### src/rtl/dq_pkg.sv
// ----------------------------------------------------------------------------
// Deque package
// Shared types and constants of the double-ended queue with cursor.
// ----------------------------------------------------------------------------
package dq_pkg;

    localparam int KIND_W  = 4;
    localparam int VALUE_W = 32;
    localparam int FILL_W  = 5;
    localparam int WIDE_W  = 64;

    typedef enum logic [KIND_W-1:0] {
        KIND_PUSH_BACK    = 4'd0,
        KIND_PUSH_FRONT   = 4'd1,
        KIND_POP          = 4'd2,
        KIND_READ_FRONT   = 4'd3,
        KIND_READ_BACK    = 4'd4,
        KIND_CURSOR_BEGIN = 4'd5,
        KIND_CURSOR_NEXT  = 4'd6,
        KIND_CURSOR_READ  = 4'd7,
        KIND_CURSOR_WRITE = 4'd8
    } t_kind;

    typedef enum logic {
        ST_IDLE = 1'b0,
        ST_READ = 1'b1
    } t_state;

    typedef struct packed {
        logic [KIND_W-1:0]  kind;
        logic [VALUE_W-1:0] in_value;
    } t_op;

    typedef struct packed {
        logic               ok;
        logic [VALUE_W-1:0] out_value;
        logic               is_empty;
        logic [FILL_W-1:0]  fill_count;
        logic               cursor_valid;
    } t_res;

endpackage

### src/rtl/dq_chan_if.sv
// ----------------------------------------------------------------------------
// Deque channel interface
// Valid/ready channel carrying one payload beat of type T.
// ----------------------------------------------------------------------------
interface dq_chan_if #(
    parameter type T = logic
) ();
    logic valid;
    logic ready;
    T     data;

    modport source (output valid, output data, input ready);
    modport sink   (input valid, input data, output ready);
endinterface

### src/rtl/deque_with_cursor.sv
// ----------------------------------------------------------------------------
// Double-ended queue with cursor
// Bounded deque in a ring of DEPTH slots held in one synchronous memory.
// ----------------------------------------------------------------------------
// Usage:
//   i_op carries one operation per beat (kind, in_value): push back, push
//   front, pop, read front, read back, and cursor begin, next, read, write.
//   o_res returns exactly one result beat per operation: ok, out_value,
//   is_empty, fill_count and cursor_valid as they stand after the operation.
//   Operations that only move pointers or write a slot load the result
//   register at the accepting edge; the next operation may be accepted in
//   the following cycle unless that result beat is stalled. Reads (front,
//   back, cursor) register the slot data at the accepting edge, then load
//   the result register from ST_READ, in which no operation is accepted.
//   The result register sits between the two channels. While a result beat
//   is stalled, i_op.ready is low unless o_res.ready is high in that cycle.
//   Reset clears the head pointer, fill count and cursor and empties the
//   result register; slot contents are not cleared, since only stored
//   elements are ever read.
// ----------------------------------------------------------------------------
module deque_with_cursor #(
    parameter int DEPTH      = 16,
    parameter int ELEM_WIDTH = 32
) (
    input  logic         i_clk,
    input  logic         i_rst_n,
    dq_chan_if.sink      i_op,
    dq_chan_if.source    o_res
);

    localparam int IW = $clog2(DEPTH);
    localparam int CW = $clog2(DEPTH + 1);

    logic [ELEM_WIDTH-1:0] mem [DEPTH];

    dq_pkg::t_state r_state, n_state;
    logic [IW-1:0]  r_head, n_head;
    logic [CW-1:0]  r_count, n_count;
    logic [IW-1:0]  r_off, n_off;
    logic           r_live, n_live;

    logic                  r_out_valid, n_out_valid;
    logic                  r_out_ok;
    logic                  r_out_rd;
    logic                  r_out_empty;
    logic [dq_pkg::FILL_W-1:0] r_out_fill;
    logic                  r_out_cv;
    logic [ELEM_WIDTH-1:0] r_rd_data;

    logic           accept;
    logic           out_beat;
    logic           ok;
    logic           wr_en;
    logic           rd_en;
    logic           use_head_dec;
    logic           cur;
    logic           full;
    logic           empty;
    logic           live_final;
    logic [CW-1:0]  pos_off;
    logic [CW:0]    pos_sum;
    logic [IW-1:0]  ring_addr;
    logic [IW-1:0]  head_dec;
    logic [IW-1:0]  mem_addr;
    logic [dq_pkg::WIDE_W-1:0] wr_wide;
    logic [dq_pkg::WIDE_W-1:0] rd_wide;
    logic [31:0]    fill_wide;

    assign out_beat    = r_out_valid && o_res.ready;
    assign i_op.ready  = (r_state == dq_pkg::ST_IDLE) && (!r_out_valid || o_res.ready);
    assign accept      = i_op.valid && i_op.ready;

    assign cur   = r_live && ({{(CW-IW){1'b0}}, r_off} < r_count);
    assign full  = (r_count == CW'(DEPTH));
    assign empty = (r_count == '0);

    // Single ring adder; the operand is chosen by the operation.
    assign pos_sum   = {1'b0, {(CW-IW){1'b0}}, r_head} + {1'b0, pos_off};
    assign ring_addr = (pos_sum >= (CW+1)'(DEPTH)) ? IW'(pos_sum - (CW+1)'(DEPTH))
                                                   : IW'(pos_sum);
    assign head_dec  = (r_head == '0) ? IW'(DEPTH - 1) : r_head - 1'b1;
    assign mem_addr  = use_head_dec ? head_dec : ring_addr;

    assign wr_wide = dq_pkg::WIDE_W'(i_op.data.in_value);

    always_comb begin
        ok           = 1'b0;
        wr_en        = 1'b0;
        rd_en        = 1'b0;
        use_head_dec = 1'b0;
        pos_off      = '0;
        n_head       = r_head;
        n_count      = r_count;
        n_off        = r_off;
        n_live       = r_live;
        case (dq_pkg::t_kind'(i_op.data.kind))
            dq_pkg::KIND_PUSH_BACK: begin
                pos_off = r_count;
                if (!full) begin
                    wr_en   = 1'b1;
                    n_count = r_count + 1'b1;
                    ok      = 1'b1;
                end
            end
            dq_pkg::KIND_PUSH_FRONT: begin
                use_head_dec = 1'b1;
                if (!full) begin
                    wr_en   = 1'b1;
                    n_head  = head_dec;
                    n_count = r_count + 1'b1;
                    if (cur) begin
                        n_off = r_off + 1'b1;
                    end
                    ok = 1'b1;
                end
            end
            dq_pkg::KIND_POP: begin
                pos_off = CW'(1);
                if (!empty) begin
                    n_head  = ring_addr;
                    n_count = r_count - 1'b1;
                    if (cur) begin
                        if (r_off == '0) begin
                            n_live = 1'b0;
                        end else begin
                            n_off = r_off - 1'b1;
                        end
                    end
                    ok = 1'b1;
                end
            end
            dq_pkg::KIND_READ_FRONT: begin
                if (!empty) begin
                    rd_en = 1'b1;
                    ok    = 1'b1;
                end
            end
            dq_pkg::KIND_READ_BACK: begin
                pos_off = r_count - 1'b1;
                if (!empty) begin
                    rd_en = 1'b1;
                    ok    = 1'b1;
                end
            end
            dq_pkg::KIND_CURSOR_BEGIN: begin
                n_off  = '0;
                n_live = !empty;
                ok     = !empty;
            end
            dq_pkg::KIND_CURSOR_NEXT: begin
                if (cur && (({{(CW-IW){1'b0}}, r_off} + 1'b1) < r_count)) begin
                    n_off = r_off + 1'b1;
                    ok    = 1'b1;
                end else begin
                    n_live = 1'b0;
                end
            end
            dq_pkg::KIND_CURSOR_READ: begin
                pos_off = {{(CW-IW){1'b0}}, r_off};
                if (cur) begin
                    rd_en = 1'b1;
                    ok    = 1'b1;
                end
            end
            dq_pkg::KIND_CURSOR_WRITE: begin
                pos_off = {{(CW-IW){1'b0}}, r_off};
                if (cur) begin
                    wr_en = 1'b1;
                    ok    = 1'b1;
                end
            end
            default: begin
            end
        endcase
    end

    assign live_final = n_live && ({{(CW-IW){1'b0}}, n_off} < n_count);
    assign fill_wide  = 32'(n_count);

    // Read results are held back in ST_READ until the slot data is registered.
    always_comb begin
        n_state     = r_state;
        n_out_valid = r_out_valid;
        if (out_beat) begin
            n_out_valid = 1'b0;
        end
        case (r_state)
            dq_pkg::ST_IDLE: begin
                if (accept) begin
                    if (rd_en) begin
                        n_state = dq_pkg::ST_READ;
                    end else begin
                        n_out_valid = 1'b1;
                    end
                end
            end
            dq_pkg::ST_READ: begin
                n_state     = dq_pkg::ST_IDLE;
                n_out_valid = 1'b1;
            end
            default: begin
                n_state = dq_pkg::ST_IDLE;
            end
        endcase
    end

    always_ff @(posedge i_clk) begin
        if (!i_rst_n) begin
            r_state     <= dq_pkg::ST_IDLE;
            r_out_valid <= 1'b0;
            r_head      <= '0;
            r_count     <= '0;
            r_off       <= '0;
            r_live      <= 1'b0;
        end else begin
            r_state     <= n_state;
            r_out_valid <= n_out_valid;
            if (accept) begin
                r_head  <= n_head;
                r_count <= n_count;
                r_off   <= n_off;
                r_live  <= live_final;
            end
        end
    end

    always_ff @(posedge i_clk) begin
        if (accept) begin
            r_out_ok    <= ok;
            r_out_rd    <= rd_en;
            r_out_empty <= (n_count == '0);
            r_out_fill  <= fill_wide[dq_pkg::FILL_W-1:0];
            r_out_cv    <= live_final;
        end
    end

    always_ff @(posedge i_clk) begin
        if (accept && wr_en) begin
            mem[mem_addr] <= wr_wide[ELEM_WIDTH-1:0];
        end
        if (accept && rd_en) begin
            r_rd_data <= mem[mem_addr];
        end
    end

    assign rd_wide = dq_pkg::WIDE_W'(r_rd_data);

    assign o_res.valid             = r_out_valid;
    assign o_res.data.ok           = r_out_ok;
    assign o_res.data.out_value    = r_out_rd ? rd_wide[dq_pkg::VALUE_W-1:0] : '0;
    assign o_res.data.is_empty     = r_out_empty;
    assign o_res.data.fill_count   = r_out_fill;
    assign o_res.data.cursor_valid = r_out_cv;

endmodule

### src/flat_wrapper.sv
// flat-port wrapper written by rule: the top's interface ports become plain ports
module deque_with_cursor_flat 
#(
    parameter int DEPTH      = 16,
    parameter int ELEM_WIDTH = 32
)
  (i_clk, i_rst_n, i_op_valid, i_op_data, i_op_ready, o_res_valid, o_res_data, o_res_ready);
  dq_chan_if #(.T(dq_pkg::t_op)) i_op_i ();
  dq_chan_if #(.T(dq_pkg::t_res)) o_res_i ();
  input  logic i_clk;
  input  logic i_rst_n;
  input wire logic [$bits(i_op_i.valid)-1:0] i_op_valid;
  input wire logic [$bits(i_op_i.data)-1:0] i_op_data;
  output wire logic [$bits(i_op_i.ready)-1:0] i_op_ready;
  output wire logic [$bits(o_res_i.valid)-1:0] o_res_valid;
  output wire logic [$bits(o_res_i.data)-1:0] o_res_data;
  input wire logic [$bits(o_res_i.ready)-1:0] o_res_ready;
  assign i_op_i.valid = i_op_valid;
  assign i_op_i.data = i_op_data;
  assign i_op_ready = i_op_i.ready;
  assign o_res_valid = o_res_i.valid;
  assign o_res_data = o_res_i.data;
  assign o_res_i.ready = o_res_ready;
  deque_with_cursor #(.DEPTH(DEPTH), .ELEM_WIDTH(ELEM_WIDTH)) u_core (.i_clk(i_clk), .i_rst_n(i_rst_n), .i_op(i_op_i), .o_res(o_res_i));
endmodule
### config.mk
export PLATFORM = sky130hd
export DESIGN_NAME = deque_with_cursor_flat
export DESIGN_NICKNAME = d
export VERILOG_FILES = /design/src/rtl/dq_pkg.sv /design/src/rtl/dq_chan_if.sv /design/src/rtl/deque_with_cursor.sv /design/src/flat_wrapper.sv
export SDC_FILE = /design/constraint.sdc
export NUM_CORES = 1
export LEC_CHECK = 0
export ABC_AREA = 1
export BUFFER_PORTS_ARGS = -buffer_cell sky130_fd_sc_hd__clkbuf_2
export CORE_UTILIZATION = 45
export CTS_BUF_LIST = sky130_fd_sc_hd__clkbuf_16
export DETAILED_ROUTE_END_ITERATION = 10
export GPL_ROUTABILITY_DRIVEN = 0
export SYNTH_ARGS = -nofsm -noshare
export SYNTH_HDL_FRONTEND = slang
export SYNTH_SLANG_ARGS = --single-unit
### constraint.sdc
create_clock -name i_clk -period 5.2 [get_ports i_clk]
set_clock_uncertainty 0.05 [all_clocks]
set_input_delay 0.26 -clock i_clk [delete_from_list [all_inputs] [get_ports i_clk]]
set_output_delay 0.26 -clock i_clk [all_outputs]
set_load 0.005 [all_outputs]
Word level (Yosys, flattened, before mapping):

Memories as Yosys holds them, arrays and structs flattened. A register that Yosys moved wholly into a read port is not among the register bits.
Cells that the tools add are included.

* register bits: 25
* output and inout port bits: 42
* memories kept: 1
* input bits: 40
* RAM bits: 512

* bitwise logic cells: 1
* muxes and demuxes: 40
* equal/unequal tests: 11
* reduce and logical (&&, ||, !) cells: 22
* magnitude comparators: 4
* add/subtract/negate cells: 8

Memories
* u_core.mem: words 16, width 32, read ports 1, clocked after Yosys merged registers in 1, write ports 1, line deque_with_cursor.sv:34 `logic [ELEM_WIDTH-1:0] mem [DEPTH];`

Operator list (number)
* $mux 4: 11
* $mux 32: 1
* $pmux 5 s4: 1
* $eq 4x3->1 const B: 4
* $mux 1: 16
* $pmux 4 s4: 1
* $logic_not 4->1: 3
* $sub 4x1->4 const B: 3
* $logic_not 5->1: 2
* $lt 4x5->1: 2
* $mux 5: 2
* $pmux 5 s2: 1
* $eq 4x2->1 const B: 2
* $logic_and 1x1->1: 8
* $pmux 1 s2: 4
* $pmux 4 s2: 1
* $add 4x5->6: 1
* $ge 6x5->1 const B: 1
* $reduce_or 2->1: 3
* $add 4x1->5 const B: 1
* $add 5x1->5 const B: 1
* $eq 5x5->1 const B: 1
* $lt 5x5->1: 1
* $pmux 1 s5: 1
* 12 further kinds: 14

Depth between registers and ports, before layout:

* depth in word-level cells: 8
* mapped depth: 24

Least setup slack after synthesis:

OpenSTA, ideal clock, no wires.

* path type: input to register
* from: input i_op_data[34]
* to: memory u_core.mem[13][0] (enable)
* stages on the path: 17
* data arrival time: 3766 ps
* setup slack: 963 ps
* required time: 4729 ps
* buffers on the path: 2
* cell sequence: inv_1 -> nor2_2 -> inv_1 -> nor2_1 -> inv_1 -> o211ai_1 -> ha_1 -> fa_1 -> inv_1 -> nand2_1 -> o21ai_2 -> inv_2 -> nor2_1 -> buf_2 -> buf_2 -> nand2_1 -> nor2_1

* word-level cells in the longest chain between the ends: 7
* elaborated cells between the ends (all ways): 19
* classes of those cells: 2 x add/sub; 1 x order compare; 5 x eq/ne; 7 x mux; 4 x reduce/logical

RTL lines
* start, declared: line flat_wrapper.sv:13 `input wire logic [$bits(i_op_i.data)-1:0] i_op_data;`
* $eq 4x3->1 / $eq 4x4->1 (equally long branches): line deque_with_cursor.sv:96 `case (dq_pkg::t_kind'(i_op.data.kind))`
* $reduce_or 2->1 (no source line)
* $pmux 5 s4: line deque_with_cursor.sv:96
* $add 4x5->6: line deque_with_cursor.sv:78 `assign pos_sum = {1'b0, {(CW-IW){1'b0}}, r_head} + {1'b0, pos_off};`
* $ge 6x5->1 / $sub 4x1->4 (equally long branches): line deque_with_cursor.sv:79 `assign ring_addr = (pos_sum >= (CW+1)'(DEPTH)) ? IW'(pos_sum - (CW+1)'(DEPTH))`
* $mux 4: line deque_with_cursor.sv:79
* $mux 4: line deque_with_cursor.sv:82 `assign mem_addr = use_head_dec ? head_dec : ring_addr;`
* end, declared: line deque_with_cursor.sv:34

Parallel ways exist; a longest one is shown, timed or not.

Worst setup path in the final report:

* from: register u_core.r_count[0]
* to: memory u_core.mem[15][9] (enable)

* word-level cells in the longest chain between the ends: 7
* elaborated cells between the ends (all ways): 16
* classes of those cells: 3 x add/sub; 2 x order compare; 1 x eq/ne; 8 x mux; 2 x reduce/logical

RTL lines
* start, declared: line deque_with_cursor.sv:38 `logic [CW-1:0] r_count, n_count;`
* start signal, assigned: line deque_with_cursor.sv:220 `r_count <= n_count;`
* branches (longest 7 deep; another with $add 4x5->6)

Several ways; the timed one is not identified.

==> out/results.ini <==
[status]
status=finished, final reports clean

[timing]
timing.final.max_slew_violations=0
post-route-period-util_pct=81.5
fmax_mhz=236
fin_setup_tns_ns=0
timing.final.crit_period_ns=4.24
finalHoldViolations=0
worst_slew_pin_slew_ns=0.891
rsz0062_at_grt=false
setup_viol=0
slew_headroom_pct=40.4

[floorplanning]
fp.dieW_um=228
io_pins=82
start_util_pct=45.8
coreArea_sq_um=50300
die-area_sq_um=52100
die_height_um=228
fp-row-count=82

[worst_hold_path]
hold_path.class=primary input to flop

[place]
dp.cells=2578
placement.io_buffers=81
dpl.hpwl_um=31000
place_area_sq_um=24500

[drt]
antenna_left=0
avgViaCountPerCell=5.42
vias=14600
dr.pass1.iters=6
drcViolationCount=0
drtIter0Drc=1335
post_drt_wl_per_cell_um=20.6
wirelength_um=55400

[clocking]
clk_latency_ns=0.60
clock_sinks=569
cts_tree=done
cts_setup_buffers=0
clkSlewWorstSetupHoldPaths_ns=0.06
cts.htree.levels=2
root_buffer=clkbuf_16
cts_max_path_buffers=3
numCtsBuffers=57

[critical_path]
critPathKind=flop to flop
critPathLaunchType=flop
cp-end-kind=flop
worst-path-max-fanout=18
worstPathArrival_ns=4.48
cp.required_ns=5.44

[synth]
syn_avg_cell_area_sq_um=12.3
syn_area_sq_um=23000
yosysTopAreaCellShare_pct=72.1
synth_area_leader_cell=edfxtp_1
synth_top_cells_by_count=663 x nand2_1, 553 x edfxtp_1, 160 x nand3_1
synth_area_leaders=edfxtp_1 72%, nand2_1 11%, a22oi_1 4.2%
synth.net_count=1938
synthFlopType=edfxtp_1
synth_seq_cells=569
synth_edf_count=553
synth.most_common_cell=nand2_1
synthArstFlopShare_pct=0
yosys_warnings=0
synthCells=1878
ys_types=33
ys_seq_area_share_pct=73.5

[finish]
fin_cells=2688
synthToLayoutAreaGrowth_pct=14.2
drive_above_1_share_pct=11.5
post-route-cell-area_sq_um=26300
fin_util_pct=52.3
final_nets=2028
antennaDiodeCount=0

[grt]
grt_overflow=0
grt.total_usage_pct=21.3
grt_pass1_wl_um=84800
antenna_found_initial=0
grt_pass1_vias=14300
grt_max_degree=129

[power]
power_density_nw_per_um2=383
power_mw=10.1
leakagePower_nw=9.85
ir_drop_mv=0.275

[run]
maxCapViolations=0

## layer usage
layer / vias up / share of wire (%) / GRT usage (%)
met2: 496 / 49 / 36.1
met3: 123 / 5.7 / 2.97
li1: 6806 / - / -
met4: 0 / 3.1 / 7.53
met5: - / 0 / 0
met1: 7132 / 42 / 28.2
## final cells by class
class                   instances  area, sq um
flip-flops and latches        569        16900
well taps                     672          841
clock inverters                48          314
inverters                      99          372
multi-input cells            1121         5480
clock buffers                  59         1480
repair buffers                120          893
fillers                      4276        24000
## state kept, by name, summed over array words and instances (netlist names)
| signal | flops |
|---|---|
| u_core.r_out_fill | 5 |
| u_core.r_live | 1 |
| u_core.r_state | 1 |
| u_core.r_out_cv | 1 |
| u_core.o_res.valid | 1 |
| u_core.mem | 512 |
| u_core.r_count | 5 |
| u_core.r_out_empty | 1 |
| u_core.r_rd_data | 32 |
| u_core.r_out_rd | 1 |
| u_core.r_off | 4 |
| u_core.r_head | 4 |
| u_core.r_out_ok | 1 |
## metrics by stage
stage          hold WS (ns)  setup slack [ns]
2_1_floorplan         0.309             0.963
6_report             0.0347             0.962
3_3_place_gp          0.465             0.966
3_5_place_dp          0.478             0.883
4_1_cts             0.00928             0.932
5_1_grt              0.0418             0.641
## worst max-delay path, stage by stage, from the launching register on
cell     delay, ns
dfxtp_1       0.46
inv_1         0.15
ha_1          0.28
xor2_1        0.17
nand2_1       0.09
nand3_1       0.09
ha_1          0.33
a21oi_1       0.15
nand2_1       0.09
xor2_1        0.15
xor2_1        0.19
o21ai_4       0.51
nand2_1       0.39
nor2_4        0.56
buf_12        0.25
## kinds of logic (layout without fill, tap and decap cells)
group,Yosys count,after routing,synth area share (%)
XOR/XNOR,11,11,0.418
flip-flops,569,569,73.5
AND/OR/NAND/NOR,898,898,15.7
buffers and inverters,188,326,3.46
AO/OA/AOI/OAI,192,192,5.76
adder cells (fa/ha/maj),20,20,1.12
## final timing paths
path | from | cells past startpoint | slack, ns | endpoint
worst max-delay path | u_core.r_count[0]$_SDFFE_PN0P_ | 14 | 0.96 | u_core.mem[15][9]$_DFFE_PP_
worst min-delay path | i_op_data[1] | 1 | 0.03 | u_core.mem[9][1]$_DFFE_PP_
worst max register to register | u_core.r_count[0]$_SDFFE_PN0P_ | 14 | 0.96 | u_core.mem[15][9]$_DFFE_PP_
worst min register to register | u_core.r_live$_SDFFE_PN0P_ | 2 | 0.55 | u_core.r_live$_SDFFE_PN0P_
## power by group
group,leakage [nW],internal [mW],switching [mW]
Sequential,5.12,5.09,0.0239
Combinational,3.80,0.309,0.749
Clock,0.935,2.24,1.67
## placed cells by master, fill, tap and decap left out, drive strengths merged, types with 26 or more instances in the layout
cell type / instances
a22oi: 128
clkbuf: 140
edfxtp: 553
clkinv: 26
nand3: 161
o21ai: 31
nand2: 663
nor2: 59
inv: 116
buf: 36
## what timing repair did
action / 4_1_cts / 5_1_grt
resized for setup: 0 / 0
hold endpoints to repair: 7 / 0
hold buffers: 3 / 0
(Power assumes the default switching activity.)
